**config.mk**
```make
export PLATFORM = sky130hd
export DESIGN_NAME = mask_bounding_box
export DESIGN_NICKNAME = d
export VERILOG_FILES = /design/src/hw/rtl/mbb_pkg.sv /design/src/hw/rtl/mbb_cfg.sv /design/src/hw/rtl/mbb_front.sv /design/src/hw/rtl/mbb_queue.sv /design/src/hw/rtl/mbb_back.sv /design/src/hw/rtl/mask_bounding_box.sv
export SDC_FILE = /design/constraint.sdc
export NUM_CORES = 1
export LEC_CHECK = 0
export ABC_AREA = 1
export BUFFER_PORTS_ARGS = -buffer_cell sky130_fd_sc_hd__buf_2
export CAP_MARGIN = 20
export CORE_ASPECT_RATIO = 1.5
export CORE_UTILIZATION = 25
export CTS_CLUSTER_SIZE = 28
export DETAILED_ROUTE_END_ITERATION = 8
export HOLD_SLACK_MARGIN = 0.03
export PLACE_DENSITY_LB_ADDON = 0.15
export SYNTH_ARGS = -nofsm -noshare
export SYNTH_HDL_FRONTEND = slang
export SYNTH_SLANG_ARGS = --single-unit
```
**constraint.sdc**
```tcl
create_clock -name i_clk -period 4.82 [get_ports i_clk]
set_clock_uncertainty 0.05 [all_clocks]
set_input_delay 0.964 -clock i_clk [delete_from_list [all_inputs] [get_ports i_clk]]
set_output_delay 0.964 -clock i_clk [all_outputs]
set_load 0.01 [all_outputs]
```
**src/hw/rtl/mbb_pkg.sv**
```systemverilog
package mbb_pkg;

    localparam int COORD_W     = 12;
    localparam int DIM_W       = 13;
    localparam int VALUE_W     = 8;
    localparam int CFG_IDX_W   = 3;
    localparam int CFG_DATA_W  = 13;
    localparam int MAX_DIM     = 4096;
    localparam int QUEUE_DEPTH = 4;

    localparam logic [CFG_IDX_W-1:0] REG_FRAME_WIDTH  = 3'd0;
    localparam logic [CFG_IDX_W-1:0] REG_FRAME_HEIGHT = 3'd1;
    localparam logic [CFG_IDX_W-1:0] REG_BACKGROUND   = 3'd2;
    localparam logic [CFG_IDX_W-1:0] REG_UNCERTAINTY  = 3'd3;
    localparam logic [CFG_IDX_W-1:0] REG_ROUGH_LEFT   = 3'd4;
    localparam logic [CFG_IDX_W-1:0] REG_ROUGH_TOP    = 3'd5;
    localparam logic [CFG_IDX_W-1:0] REG_ROUGH_RIGHT  = 3'd6;
    localparam logic [CFG_IDX_W-1:0] REG_ROUGH_BOTTOM = 3'd7;

    localparam logic [DIM_W-1:0] RESET_WIDTH  = 13'd640;
    localparam logic [DIM_W-1:0] RESET_HEIGHT = 13'd480;

    // edge flag positions
    localparam int EDGE_LEFT   = 0;
    localparam int EDGE_TOP    = 1;
    localparam int EDGE_RIGHT  = 2;
    localparam int EDGE_BOTTOM = 3;

    typedef struct packed {
        logic [COORD_W-1:0] left;
        logic [COORD_W-1:0] top;
        logic [COORD_W-1:0] right;
        logic [COORD_W-1:0] bottom;
    } t_box;

    // frame size and search bands, derived from the registers
    typedef struct packed {
        logic [DIM_W-1:0]   width;
        logic [DIM_W-1:0]   height;
        logic [COORD_W-1:0] ls;
        logic [DIM_W-1:0]   le;
        logic [COORD_W-1:0] ts;
        logic [DIM_W-1:0]   te;
        logic [COORD_W-1:0] rs;
        logic [DIM_W-1:0]   re;
        logic [COORD_W-1:0] bs;
        logic [DIM_W-1:0]   be;
        logic               full_frame;
        logic               bad_box;
    } t_limits;

    typedef struct packed {
        logic [COORD_W-1:0] x;
        logic [COORD_W-1:0] y;
        logic [3:0]         hit;
        logic               last;
        logic               bad_box;
    } t_qent;

endpackage

```
**src/hw/rtl/mbb_cfg.sv**
```systemverilog
module mbb_cfg import mbb_pkg::*; (
    input  logic                  i_clk,
    input  logic                  i_rst_n,
    input  logic                  i_wr,
    input  logic [CFG_IDX_W-1:0]  i_index,
    input  logic [CFG_DATA_W-1:0] i_data,
    output t_limits               o_limits,
    output t_box                  o_rough,
    output logic [VALUE_W-1:0]    o_background,
    output logic                  o_settle
);

    logic [DIM_W-1:0]   r_width;
    logic [DIM_W-1:0]   r_height;
    logic [VALUE_W-1:0] r_background;
    logic [COORD_W-1:0] r_unc;
    t_box               r_rough;
    t_limits            r_limits;
    t_limits            n_limits;
    logic               r_settle;
    logic [DIM_W-1:0]   w_clamp;
    logic [DIM_W-1:0]   h_clamp;

    always_ff @(posedge i_clk) begin
        if (!i_rst_n) begin
            r_width      <= RESET_WIDTH;
            r_height     <= RESET_HEIGHT;
            r_background <= '0;
            r_unc        <= '0;
            r_rough      <= '0;
            r_settle     <= 1'b1;
        end else begin
            r_settle <= i_wr;
            if (i_wr) begin
                case (i_index)
                    REG_FRAME_WIDTH:  r_width      <= i_data;
                    REG_FRAME_HEIGHT: r_height     <= i_data;
                    REG_BACKGROUND:   r_background <= i_data[VALUE_W-1:0];
                    REG_UNCERTAINTY:  r_unc        <= i_data[COORD_W-1:0];
                    REG_ROUGH_LEFT:   r_rough.left   <= i_data[COORD_W-1:0];
                    REG_ROUGH_TOP:    r_rough.top    <= i_data[COORD_W-1:0];
                    REG_ROUGH_RIGHT:  r_rough.right  <= i_data[COORD_W-1:0];
                    REG_ROUGH_BOTTOM: r_rough.bottom <= i_data[COORD_W-1:0];
                    default: ;
                endcase
            end
        end
    end

    function automatic logic [COORD_W-1:0] band_lo(input logic [COORD_W-1:0] r,
                                                   input logic [COORD_W-1:0] u);
        band_lo = (r > u) ? r - u : '0;
    endfunction

    function automatic logic [DIM_W-1:0] band_hi(input logic [COORD_W-1:0] r,
                                                 input logic [COORD_W-1:0] u,
                                                 input logic [DIM_W-1:0]   dim);
        logic [DIM_W-1:0] e;
        e = {1'b0, r} + {1'b0, u} + DIM_W'(1);
        band_hi = (e < dim) ? e : dim;
    endfunction

    always_comb begin
        if (r_width == '0) begin
            w_clamp = DIM_W'(1);
        end else if (r_width > DIM_W'(MAX_DIM)) begin
            w_clamp = DIM_W'(MAX_DIM);
        end else begin
            w_clamp = r_width;
        end
        if (r_height == '0) begin
            h_clamp = DIM_W'(1);
        end else if (r_height > DIM_W'(MAX_DIM)) begin
            h_clamp = DIM_W'(MAX_DIM);
        end else begin
            h_clamp = r_height;
        end
        n_limits.width      = w_clamp;
        n_limits.height     = h_clamp;
        n_limits.ls         = band_lo(r_rough.left, r_unc);
        n_limits.le         = band_hi(r_rough.left, r_unc, w_clamp);
        n_limits.ts         = band_lo(r_rough.top, r_unc);
        n_limits.te         = band_hi(r_rough.top, r_unc, h_clamp);
        n_limits.rs         = band_lo(r_rough.right, r_unc);
        n_limits.re         = band_hi(r_rough.right, r_unc, w_clamp);
        n_limits.bs         = band_lo(r_rough.bottom, r_unc);
        n_limits.be         = band_hi(r_rough.bottom, r_unc, h_clamp);
        n_limits.full_frame = (r_unc == '0);
        n_limits.bad_box    = (r_unc != '0) && ((r_rough.left > r_rough.right) ||
                                                (r_rough.top > r_rough.bottom));
    end

    // limits are registered from the band arithmetic, input is held off meanwhile
    always_ff @(posedge i_clk) begin
        r_limits <= n_limits;
    end

    assign o_limits     = r_limits;
    assign o_rough      = r_rough;
    assign o_background = r_background;
    assign o_settle     = r_settle;

endmodule

```
**src/hw/rtl/mbb_front.sv**
```systemverilog
module mbb_front import mbb_pkg::*; (
    input  logic               i_clk,
    input  logic               i_rst_n,
    input  logic               i_accept,
    input  logic [VALUE_W-1:0] i_mask_value,
    input  logic [VALUE_W-1:0] i_background,
    input  t_limits            i_limits,
    output t_qent              o_entry
);

    logic [COORD_W-1:0] r_col;
    logic [COORD_W-1:0] r_row;
    logic [DIM_W-1:0]   col_next;
    logic [DIM_W-1:0]   row_next;
    logic               row_end;
    logic               frame_end;
    logic               is_mask;
    logic               in_cols;
    logic               in_rows;
    logic [3:0]         band_hit;
    logic [DIM_W-1:0]   x_ext;
    logic [DIM_W-1:0]   y_ext;

    assign x_ext     = {1'b0, r_col};
    assign y_ext     = {1'b0, r_row};
    assign col_next  = x_ext + DIM_W'(1);
    assign row_next  = y_ext + DIM_W'(1);
    assign row_end   = !(col_next < i_limits.width);
    assign frame_end = row_end && !(row_next < i_limits.height);
    assign is_mask   = (i_mask_value != i_background);

    assign in_cols = (r_col >= i_limits.ls) && (x_ext < i_limits.re);
    assign in_rows = (r_row >= i_limits.ts) && (y_ext < i_limits.be);

    always_comb begin
        band_hit[EDGE_TOP]    = in_cols && (r_row >= i_limits.ts) && (y_ext < i_limits.te);
        band_hit[EDGE_BOTTOM] = in_cols && (r_row >= i_limits.bs) && (y_ext < i_limits.be);
        band_hit[EDGE_LEFT]   = in_rows && (r_col >= i_limits.ls) && (x_ext < i_limits.le);
        band_hit[EDGE_RIGHT]  = in_rows && (r_col >= i_limits.rs) && (x_ext < i_limits.re);
    end

    always_comb begin
        o_entry.x       = r_col;
        o_entry.y       = r_row;
        o_entry.hit     = i_limits.full_frame ? {4{is_mask}} : (band_hit & {4{is_mask}});
        o_entry.last    = frame_end;
        o_entry.bad_box = i_limits.bad_box;
    end

    always_ff @(posedge i_clk) begin
        if (!i_rst_n) begin
            r_col <= '0;
            r_row <= '0;
        end else if (i_accept) begin
            if (!row_end) begin
                r_col <= col_next[COORD_W-1:0];
            end else begin
                r_col <= '0;
                r_row <= frame_end ? '0 : row_next[COORD_W-1:0];
            end
        end
    end

endmodule

```
**src/hw/rtl/mbb_queue.sv**
```systemverilog
module mbb_queue import mbb_pkg::*; #(
    parameter int DEPTH = QUEUE_DEPTH
) (
    input  logic  i_clk,
    input  logic  i_rst_n,
    input  logic  i_push,
    input  t_qent i_entry,
    input  logic  i_pop,
    output t_qent o_head,
    output logic  o_full,
    output logic  o_empty
);

    localparam int PTR_W = (DEPTH > 1) ? $clog2(DEPTH) : 1;
    localparam int CNT_W = $clog2(DEPTH + 1);

    t_qent              r_mem [DEPTH];
    logic [PTR_W-1:0]   r_wr_ptr;
    logic [PTR_W-1:0]   r_rd_ptr;
    logic [CNT_W-1:0]   r_count;

    function automatic logic [PTR_W-1:0] ptr_inc(input logic [PTR_W-1:0] p);
        ptr_inc = (p == PTR_W'(DEPTH - 1)) ? '0 : p + PTR_W'(1);
    endfunction

    assign o_full  = (r_count == CNT_W'(DEPTH));
    assign o_empty = (r_count == '0);
    assign o_head  = r_mem[r_rd_ptr];

    always_ff @(posedge i_clk) begin
        if (i_push) begin
            r_mem[r_wr_ptr] <= i_entry;
        end
    end

    always_ff @(posedge i_clk) begin
        if (!i_rst_n) begin
            r_wr_ptr <= '0;
            r_rd_ptr <= '0;
            r_count  <= '0;
        end else begin
            if (i_push) begin
                r_wr_ptr <= ptr_inc(r_wr_ptr);
            end
            if (i_pop) begin
                r_rd_ptr <= ptr_inc(r_rd_ptr);
            end
            case ({i_push, i_pop})
                2'b10:   r_count <= r_count + CNT_W'(1);
                2'b01:   r_count <= r_count - CNT_W'(1);
                default: r_count <= r_count;
            endcase
        end
    end

`ifndef ASSERT_OFF
    a_no_push_full: assert property (@(posedge i_clk) disable iff (!i_rst_n)
        o_full |-> !i_push)
        else $error("queue push while full");
    a_no_pop_empty: assert property (@(posedge i_clk) disable iff (!i_rst_n)
        o_empty |-> !i_pop)
        else $error("queue pop while empty");
`endif

endmodule

```
**src/hw/rtl/mbb_back.sv**
```systemverilog
module mbb_back import mbb_pkg::*; (
    input  logic               i_clk,
    input  logic               i_rst_n,
    input  logic               i_have,
    input  t_qent              i_entry,
    input  t_box               i_rough,
    input  logic               i_stall,
    output logic               o_pop,
    output logic               o_valid,
    output t_box               o_box,
    output logic [3:0]         o_found
);

    logic [COORD_W-1:0] r_lc;
    logic [COORD_W-1:0] r_lr;
    logic [COORD_W-1:0] r_gc;
    logic [COORD_W-1:0] r_gr;
    logic [3:0]         r_flags;
    logic [COORD_W-1:0] n_lc;
    logic [COORD_W-1:0] n_lr;
    logic [COORD_W-1:0] n_gc;
    logic [COORD_W-1:0] n_gr;
    logic [3:0]         n_flags;
    logic               r_out_valid;
    t_box               r_box;
    logic [3:0]         r_found;
    logic               out_free;

    assign out_free = !r_out_valid || !i_stall;
    // a frame's last item waits until the output register can take the box
    assign o_pop    = i_have && (!i_entry.last || out_free);

    always_comb begin
        n_lc = (i_entry.hit[EDGE_LEFT]   && (i_entry.x <  r_lc)) ? i_entry.x : r_lc;
        n_lr = (i_entry.hit[EDGE_TOP]    && (i_entry.y <  r_lr)) ? i_entry.y : r_lr;
        n_gc = (i_entry.hit[EDGE_RIGHT]  && (i_entry.x >= r_gc)) ? i_entry.x : r_gc;
        n_gr = (i_entry.hit[EDGE_BOTTOM] && (i_entry.y >= r_gr)) ? i_entry.y : r_gr;
        n_flags = r_flags | i_entry.hit;
    end

    always_ff @(posedge i_clk) begin
        if (!i_rst_n) begin
            r_lc        <= '1;
            r_lr        <= '1;
            r_gc        <= '0;
            r_gr        <= '0;
            r_flags     <= '0;
            r_out_valid <= 1'b0;
        end else begin
            if (o_pop && i_entry.last) begin
                r_lc        <= '1;
                r_lr        <= '1;
                r_gc        <= '0;
                r_gr        <= '0;
                r_flags     <= '0;
                r_out_valid <= 1'b1;
            end else begin
                if (o_pop) begin
                    r_lc    <= n_lc;
                    r_lr    <= n_lr;
                    r_gc    <= n_gc;
                    r_gr    <= n_gr;
                    r_flags <= n_flags;
                end
                if (!i_stall) begin
                    r_out_valid <= 1'b0;
                end
            end
        end
    end

    always_ff @(posedge i_clk) begin
        if (o_pop && i_entry.last) begin
            if (i_entry.bad_box) begin
                r_box   <= i_rough;
                r_found <= '0;
            end else begin
                r_box.left   <= n_lc;
                r_box.top    <= n_lr;
                r_box.right  <= n_gc;
                r_box.bottom <= n_gr;
                r_found      <= n_flags;
            end
        end
    end

    assign o_valid = r_out_valid;
    assign o_box   = r_box;
    assign o_found = r_found;

`ifndef ASSERT_OFF
    a_clear_after_frame: assert property (@(posedge i_clk) disable iff (!i_rst_n)
        (o_pop && i_entry.last) |=> (r_flags == '0) && r_out_valid)
        else $error("accumulators not cleared after frame end");
    a_no_overwrite: assert property (@(posedge i_clk) disable iff (!i_rst_n)
        (r_out_valid && i_stall) |-> !(o_pop && i_entry.last))
        else $error("pending box overwritten");
`endif

endmodule

```
**src/hw/rtl/mask_bounding_box.sv**
```systemverilog
// channel   | valid         | flow control  | payload
// ----------+---------------+---------------+-----------------------------------
// pixel in  | i_valid       | o_stall       | i_mask_value
// box out   | o_valid       | i_stall       | o_box_*, o_*_found
// config    | i_cfg_valid   | o_cfg_ready   | i_cfg_index, i_cfg_data
//
// one pixel per cycle while o_stall is low; pixels are classified against the
// search bands on entry and queued, the back end folds one queued pixel per
// cycle into the min/max registers and loads the box into the output register.
// synchronous active-low reset; input stalls after reset and after each register
// write while the band limits are recomputed. o_stall rises when the queue is
// full or the limits settle; the back end stops only on a frame's last pixel
// while an earlier box is still held in the output register.
module mask_bounding_box import mbb_pkg::*; #(
    parameter int QDEPTH = QUEUE_DEPTH
) (
    input  logic                  i_clk,
    input  logic                  i_rst_n,
    input  logic                  i_valid,
    output logic                  o_stall,
    input  logic [VALUE_W-1:0]    i_mask_value,
    output logic                  o_valid,
    input  logic                  i_stall,
    output logic [COORD_W-1:0]    o_box_left,
    output logic [COORD_W-1:0]    o_box_top,
    output logic [COORD_W-1:0]    o_box_right,
    output logic [COORD_W-1:0]    o_box_bottom,
    output logic                  o_left_found,
    output logic                  o_top_found,
    output logic                  o_right_found,
    output logic                  o_bottom_found,
    input  logic                  i_cfg_valid,
    output logic                  o_cfg_ready,
    input  logic [CFG_IDX_W-1:0]  i_cfg_index,
    input  logic [CFG_DATA_W-1:0] i_cfg_data
);

    t_limits            limits;
    t_box               rough;
    t_box               box;
    logic [VALUE_W-1:0] background;
    logic               settle;
    t_qent              in_entry;
    t_qent              head;
    logic               q_full;
    logic               q_empty;
    logic               pop;
    logic               accept;
    logic [3:0]         found;

    assign o_stall     = q_full || settle;
    assign accept      = i_valid && !o_stall;
    assign o_cfg_ready = q_empty;

    mbb_cfg u_cfg (
        .i_clk        (i_clk),
        .i_rst_n      (i_rst_n),
        .i_wr         (i_cfg_valid && o_cfg_ready),
        .i_index      (i_cfg_index),
        .i_data       (i_cfg_data),
        .o_limits     (limits),
        .o_rough      (rough),
        .o_background (background),
        .o_settle     (settle)
    );

    mbb_front u_front (
        .i_clk        (i_clk),
        .i_rst_n      (i_rst_n),
        .i_accept     (accept),
        .i_mask_value (i_mask_value),
        .i_background (background),
        .i_limits     (limits),
        .o_entry      (in_entry)
    );

    mbb_queue #(
        .DEPTH (QDEPTH)
    ) u_queue (
        .i_clk   (i_clk),
        .i_rst_n (i_rst_n),
        .i_push  (accept),
        .i_entry (in_entry),
        .i_pop   (pop),
        .o_head  (head),
        .o_full  (q_full),
        .o_empty (q_empty)
    );

    mbb_back u_back (
        .i_clk   (i_clk),
        .i_rst_n (i_rst_n),
        .i_have  (!q_empty),
        .i_entry (head),
        .i_rough (rough),
        .i_stall (i_stall),
        .o_pop   (pop),
        .o_valid (o_valid),
        .o_box   (box),
        .o_found (found)
    );

    assign o_box_left     = box.left;
    assign o_box_top      = box.top;
    assign o_box_right    = box.right;
    assign o_box_bottom   = box.bottom;
    assign o_left_found   = found[EDGE_LEFT];
    assign o_top_found    = found[EDGE_TOP];
    assign o_right_found  = found[EDGE_RIGHT];
    assign o_bottom_found = found[EDGE_BOTTOM];

endmodule

```
# Yosys cells after proc, flatten, opt, wreduce, memory -nomap -nowiden

Memory sizes are Yosys's and may differ from the RTL's. A register that Yosys moved wholly into a read port is not among the register bits.
Cells that the tools add are included.

Bits in registers: 359
Latch bits: 0
Bits in writable memories: 120
Memory bits (read-only): 0
Bits of input ports: 29
Word-level logic and storage cells: 173
Memories kept: 1

$add $sub $neg: 18
$mul: 0
Divide/modulo/power cells: 0
Magnitude comparators: 26
Equality and inequality tests: 14
Shift-type cells: 0
Mux-type cells: 25
Bitwise logic cells: 4
Reduce and logical (&&, ||, !) cells: 48

Memory list:

| name          | words | bits a word | read ports | clocked after memory_dff | write ports | RTL line        | source |
|---|---|---|---|---|---|---|---|
| u_queue.r_mem | 4     | 30          | 1          | 1                        | 1           | mbb_queue.sv:17 | `t_qent r_mem [DEPTH];` |

Operators with widths:

| cell                  | number |
|---|---|
| $mux 13               | 8 |
| $lt 13x13->1          | 6 |
| $ge 12x12->1          | 6 |
| $gt 12x12->1          | 6 |
| $mux 12               | 6 |
| $add 12x12->13        | 4 |
| $add 13x1->13 const B | 4 |
| $lt 12x13->1          | 4 |
| $mux 48               | 1 |
| $sub 12x12->12        | 4 |
| $add 12x1->13 const B | 2 |
| $gt 13x13->1 const B  | 2 |
| $logic_not 13->1      | 2 |
| $lt 12x12->1          | 2 |
| $logic_and 1x1->1     | 20 |
| $reduce_and 2->1      | 9 |
| $eq 3x3->1 const B    | 5 |
| $logic_not 12->1      | 1 |
| $reduce_bool 12->1    | 1 |
| $mux 2                | 4 |
| $ne 8x8->1            | 1 |
| $logic_not 1->1       | 7 |
| $eq 2x2->1 const B    | 3 |
| $eq 3x2->1 const B    | 2 |
| 16 further kinds      | 25 |

# Longest topological paths before layout

Gate-level depths: netlist of the first run.

Word-level depth: 6
Mapped depth: 21

# Hierarchy

A second synthesis of the first run with hierarchy kept.

Cell total of the unflattened synthesis: 3836
Area total of the unflattened synthesis: 29585.9 um^2

By module, submodules not included:

| module            | times used | cells an instance | area each (um^2) | sequential area each (um^2) |
|---|---|---|---|---|
| mbb_cfg           | 1          | 1880              | 13674.4          | 4464.3 |
| mbb_back          | 1          | 846               | 6214.7           | 2622.5 |
| mbb_queue         | 1          | 351               | 4957.3           | 3783.6 |
| mbb_front         | 1          | 751               | 4704.5           | 480.5 |
| mask_bounding_box | 1          | 8                 | 35.0             | 0.0 |

# Least setup slack after synthesis of the first run

Ideal clock, no wire load.

Kind: reg-to-reg
Start point: reg u_cfg.r_unc[1]
End point: reg u_cfg.r_limits, in the netlist u_cfg.o_limits[89]
Library setup time: 113 ps
Arrival time: 3172 ps
Data required time: 4657 ps
Setup slack: 1484 ps
Stages on the path, launching flop included: 19
Buffers on the path: 1
Cell sequence: dfxtp_1 -> inv_1 -> ha_1 -> inv_1 -> nand3_1 -> nand2_1 -> nand3_1 -> nand4_1 -> xor2_1 -> ha_1 -> nand2_1 -> inv_1 -> nand3_1 -> nor2_1 -> nor3b_2 -> nand2_2 -> buf_2 -> nand2_1 -> nand2_1

RTL lines:

| element                | RTL line      | source |
|---|---|---|
| start, declared        | mbb_cfg.sv:16 | `logic [COORD_W-1:0] r_unc;` |
| start signal, assigned | mbb_cfg.sv:39 | `REG_UNCERTAINTY: r_unc <= i_data[COORD_W-1:0];` |
| end signal, assigned   | mbb_cfg.sv:95 | `r_limits <= n_limits;` |
| end, declared          | mbb_cfg.sv:18 | `t_limits r_limits;` |

==> run metrics, run 1 <==
status finished, final reports clean; Layout area overhead 14.5%; Slew @ Worst Pin 973 ps; Worst-path clk slew 60 ps; setup TNS 0 ps; sequence of cells on the critical path inv_1 > ha_1 > inv_1 > nand2_1 > nor3_1 > nand4_1 > nand3_1 > xor2_1 > ha_1 > nand2_1 > inv_1 > nand3_1 > nor3_1 > nand2_1 > nand2_1 > nand2_1 > nand2_1; Starting Density 25.2%; #FFs+latches synth 481; FF-to-FF Start u_cfg.r_unc[7]$_SDFFE_PN0P_; Worst VDD drop 0.398 mV; DP HPWL 86.4 mm; post-DR vias/cell 4.59; Worst slew margin 34.9%; I/O pins 84; initial drt markers 1343; met2 GRT Util 35.8%; Post-Place Worst Slack 886 ps; Clock Path Buffers 3; hold slack final 394 ps; initial antenna violation count 3; unrepaired setup endpoints after global routing false; Crit Path Class reg -> reg; Tot Pwr 17.5 mW; Max-cap violations 0; Peak Freq 250 MHz; sequential cell area fraction in the yosys report 39.3%; die area 117000 µm²; n_diodes 0; number of synthesized flops with an enable pin 172; main area contributors after synthesis dfxtp_1, edfxtp_1, ha_1; Worst Setup Slack, final 825 ps; Final Hold Viols 0; crit path launch u_cfg.r_unc[7]$_SDFFE_PN0P_; syn_nets 4029; dpl cell area 31400 µm²; Core ar. 114000 µm²; hold_buf cts 0; TritonCTS clock tree done; Synth top area share 21.4%; Tot GR Track Use 18.8%; Die Ht 418 µm; largest net degree at the start of global routing 86; grt met3 use 1.81%; First-pass DRT Iterations 8; startpoint types flip-flop; WP buf/inv 3; CTS buffer count 51; setup bufs post-CTS 0; CP Capture Type flip-flop; most frequent CP cell nand2_1; CP max stage delay 490 ps; clock latency on the worst-skew pair 640 ps; share of synthesized registers carrying an async set or reset 0%; final net count 4140; syn_area_per_cell 7.90 µm²; final setup vio count 0; clk sinks 481; Slew Limit Fails 0; critical path's slowest cell dfxtp_1; Synth Warn # 0; fin area 33000 µm²; Final GP Congestion 0.956; drt wl/cell 20.7 µm; crit path max fanout 14; grt ovf 0; number of buffers added on ports 83; Fillers 12619; busiest grt layer met2; root buffer cell clkbuf_16; post-route ant nets 0; worst hold path startpoint u_back.r_flags[3]$_SDFFE_PP0P_; H-tree Lvls 2; Top delay family on crit path simple AND/OR/NAND/NOR gates; WP data arrival 4460 ps; P per Cell Area 529 nW/µm²; # DRC 0; synth unique cells 52; Post-Syn Area 28900 µm²; Resized cells post-CTS 0; Total Routed Length 111 mm; first-pass GRT wire length 161 mm; worst min-delay path class reg -> reg; Post-Synthesis Cells 3653; die width 279 µm; vias in the first global route 24323; biggest area consumer among synthesized cells dfxtp_1; proportion of layout cells with a drive suffix above 1 8.44%; Synth Flop Type dfxtp_1; Final period util 82.9%; CP required 5280 ps; grt met1 use 20.5%; row cnt 152; leakage 15.4 nW; Final Critical Period 3990 ps; vias 24543
## registers in the layout, summed over array words and instances, names as in the netlist, named ones only
| register | count |
|---|---|
| u_back.r_lc | 12 |
| u_queue.r_count | 3 |
| u_cfg.r_height | 13 |
| u_queue.r_mem | 120 |
| u_back.r_lr | 12 |
| u_queue.r_rd_ptr | 2 |
| u_front.r_col | 12 |
| u_back.o_box | 48 |
| u_back.o_found | 4 |
| u_back.r_gr | 12 |
| u_cfg.o_settle | 1 |
| u_back.o_valid | 1 |
| u_cfg.r_unc | 12 |
| u_queue.r_wr_ptr | 2 |
| u_cfg.o_rough | 48 |
| u_back.r_flags | 4 |
| u_back.r_gc | 12 |
| u_cfg.o_background | 8 |
| u_cfg.o_limits | 128 |
| u_front.r_row | 12 |
| u_cfg.r_width | 13 |
## metrics by stage
step | cells | util (%)
floorplan | 3653 | -
global placement | 5251 | 27.4
detailed placement | 5251 | 27.4
CTS | 5345 | 28.9
global route | 5345 | 28.9
finish | 5345 | 28.9
## where the power goes
part,internal (mW),switching (mW),total (mW)
logic,2.52,5.40,7.91
clock network,2.25,1.77,4.02
registers,5.19,0.354,5.55
## synthesized netlist by cell type (all sizes together), types with 9 or more instances
library cell,count
nand2,736
inv,534
a21oi,347
ha,338
dfxtp,309
nand3,272
nor2,269
o21ai,196
edfxtp,172
nand4,67
buf,63
xor2,62
clkbuf,59
nor3,38
a31oi,23
a32oi,22
or2,21
o21bai,20
a211oi,18
and2,13
o211ai,13
o21a,11
fa,9
## worst reg2reg max path, stage by stage, from the launching register on
cell     delay (ps)
dfxtp_1         490
inv_1           260
ha_1            420
inv_1           280
nand2_1         160
nor3_1          350
nand4_1         140
nand3_1         110
xor2_1          210
ha_1            260
nand2_1          60
inv_1            40
nand3_1          90
nor3_1           60
nand2_1         310
nand2_1         380
nand2_1         140
nand2_1          60
## cells in the final DEF, fill, tap and decap left out, types with 96 or more instances in the layout
cell      instances
buf_4            96
nand2_1         717
ha_1            338
inv_1           527
a21oi_1         347
nor2_1          261
nand3_1         271
o21ai_0         188
edfxtp_1        172
dfxtp_1         308
## cell type report
type / count / area (µm²) / area share, %
inverters: 536 / 2010 / 6.09
flip-flops and latches: 481 / 11400 / 34.4
repair buffers: 180 / 1170 / 3.54
clock buffers: 73 / 1440 / 4.36
multi-input cells: 2514 / 14900 / 45.2
clock inverters: 21 / 218 / 0.659
well taps: 1540 / 1930 / 5.83
## per-layer routing
metal,vias to the layer above,routed length (µm),share of wire (%)
li1,12349,-,-
met1,11565,43600,39
met2,450,58500,53
met3,179,3200,2.9
met4,0,5540,5.0
met5,-,0,0
## cells by family (layout without fill, tap and decap cells)
family	Yosys count	in the layout	synth area share, %
buffers and inverters	658	810	9.06
AO/OA/AOI/OAI	668	668	12.9
AND/OR/NAND/NOR	1429	1429	21.2
adder cells (fa/ha/maj)	347	347	15.3
flip-flops	481	481	39.3
XOR/XNOR	70	70	2.13
## final timing paths
check	slack, ps	cells past startpoint	to
max	830	17	u_cfg.o_limits[3]$_DFF_P_
min	390	2	u_back.r_flags[3]$_SDFFE_PP0P_
max reg2reg	830	17	u_cfg.o_limits[3]$_DFF_P_
min reg2reg	390	2	u_back.r_flags[3]$_SDFFE_PP0P_
Power figures use the tool's default switching activity.
==> run 2: changes to the inputs <==
clock period = 3.24 ns   (was 4.82 ns; I/O delays follow)
==> run metrics, run 2 (same netlist as run 1, synthesis figures left out) <==
status finished, final reports clean; WP data arrival 3660 ps (-800 ps); post-DR vias/cell 4.55 (-0.86%); CP required 3740 ps (-1540 ps); setup TNS 0 ps (unchanged); Die Ht 418 µm (unchanged); Final Critical Period 3160 ps (-835 ps); leakage 17.0 nW (+10%); hold_buf cts 0 (unchanged); die width 279 µm (unchanged); Cell Count, Final, Fillers Out 5643 (+5.6%); Slew @ Worst Pin 790 ps (-182 ps); Clock Path Buffers 3 (unchanged); Largest register FFs 128 (unchanged); unrepaired setup endpoints after global routing true; die area 117000 µm² (unchanged); Fillers 12460 (-1.3%); number of buffers added on ports 83 (unchanged); Final Hold Viols 0 (unchanged); Tot GR Track Use 19.3% (+0.56 points); CTS buffer count 55 (+7.8%); Final period util 97.5% (+15 points); # DRC 0 (unchanged); row cnt 152 (unchanged); first-pass GRT wire length 166 mm (+2.9%); Crit Path Class reg -> reg; H-tree Lvls 2 (unchanged); Worst VDD drop 0.512 mV (+29%); Peak Freq 317 MHz (+26%); Max-cap violations 0 (unchanged); final setup vio count 0 (unchanged); Worst Setup Slack, final 80.6 ps (-745 ps); Layout area overhead 24.6%; drt wl/cell 20.2 µm (-2.4%); final net count 4431 (+7.0%); Core ar. 114000 µm² (unchanged); P per Cell Area 757 nW/µm² (+43%); proportion of layout cells with a drive suffix above 1 17.7% (+9.2 points); vias in the first global route 25797 (+6.1%); largest net degree at the start of global routing 58 (-33%); startpoint types flip-flop; I/O pins 84 (unchanged); Post-Place Worst Slack -88.2 ps (-974 ps); crit path max fanout 9 (-5); vias 25689 (+4.7%); worst min-delay path class in -> reg; initial antenna violation count 8 (+5); TritonCTS clock tree done; post-route ant nets 0 (unchanged); Total Routed Length 114 mm (+3.1%); hold slack final 260 ps (-135 ps); Tot Pwr 27.2 mW (+56%); DP HPWL 90.0 mm (+4.2%); most frequent cells in the layout nand2_1, inv_1, buf_4; Worst slew margin 47.3% (+12 points); clk sinks 481 (unchanged); Worst-path clk slew 70 ps (about the same); grt ovf 0 (unchanged); initial drt markers 1284 (-4.4%); CP Capture Type flip-flop; root buffer cell clkbuf_16; Slew Limit Fails 0 (unchanged); clock latency on the worst-skew pair 650 ps (about the same); placed instance count 5512 (+5.0%); Final GP Congestion 0.925 (-3.3%); commonest non-fill, non-tap cell in the layout nand2_1; First-pass DRT Iterations 5 (-3); Starting Density 25.2% (unchanged)
## run 2: cell count changes in the layout (fill, tap and decap cells not counted), sizes merged
cell and change:
nand2 +1, clkinv +4, diode +3, bufinv -2
clkinvlp +4, inv -2, buf +286, clkbuf +4
## run 2: stage by stage
| stage | util [%] | area, µm² |
|---|---|---|
| floorplan | - | 28900 |
| global placement | 29.2 | 33400 |
| detailed placement | 29.2 | 33400 |
| CTS | 30.8 | 35300 |
| global route | 31.4 | 35900 |
| finish | 31.4 | 35900 |
## run 2: area by class of cell
class                           instances  area (µm²)  area share [%]
Timing Repair Buffer                  466        3450            9.61
Multi-Input combinational cell       2515       15400            42.9
Antenna cell                            3        7.51          0.0209
Sequential cell                       481       11400            31.6
Tap cell                             1540        1930            5.36
Clock inverter                         25         208           0.578
Inverter                              536        2030            5.65
Clock buffer                           77        1550            4.32
## run 2: power by group
part	leakage, nW	total, mW	switching [mW]	internal, mW
Sequential	4.11	8.20	0.475	7.73
Clock	0.873	6.22	2.77	3.45
Combinational	12.0	12.8	8.21	4.59
Total	17.0	27.2	11.5	15.8
## run 2: worst paths after layout
path,cells after the start,slack [ps],end,from
worst min-delay path,3,260,u_back.o_valid$_SDFFE_PN0P_,i_stall
worst max register to register,18,80,u_cfg.o_limits[78]$_DFF_P_,u_cfg.r_unc[10]$_SDFFE_PN0P_
worst max-delay path,18,80,u_cfg.o_limits[78]$_DFF_P_,u_cfg.r_unc[10]$_SDFFE_PN0P_
worst min register to register,2,400,u_back.r_flags[1]$_SDFFE_PP0P_,u_back.r_flags[1]$_SDFFE_PP0P_
## run 2: critical path, stage by stage (launching register included)
cell and delay (ps):
dfxtp_2 350, clkinvlp_4 90, buf_4 160, ha_4 310
inv_1 100, a21oi_1 270, nand4_1 150, xor2_1 200
buf_4 150, ha_1 260, nand2_1 90, inv_1 40
nand3_1 100, nor2_1 70, nor3b_2 160, buf_4 170
buf_6 130, nand3_1 110, nand2_1 90
## run 2: timing repair
item / in CTS / in global routing
gates cloned: 0 / 2
pin swaps: 1 / 33
resized for setup: 16 / 117
setup endpoints to repair: 43 / 63
endpoints found under the hold margin: 0 / 0
buffers inserted: 6 / 19
## run 2: per-layer routing
layer,vias up,routed length [µm],GRT usage [%]
li1,12933,-,-
met1,12083,43900,20.6
met2,455,60200,36.8
met3,218,2910,1.80
met4,0,7170,10.9
met5,-,0,0
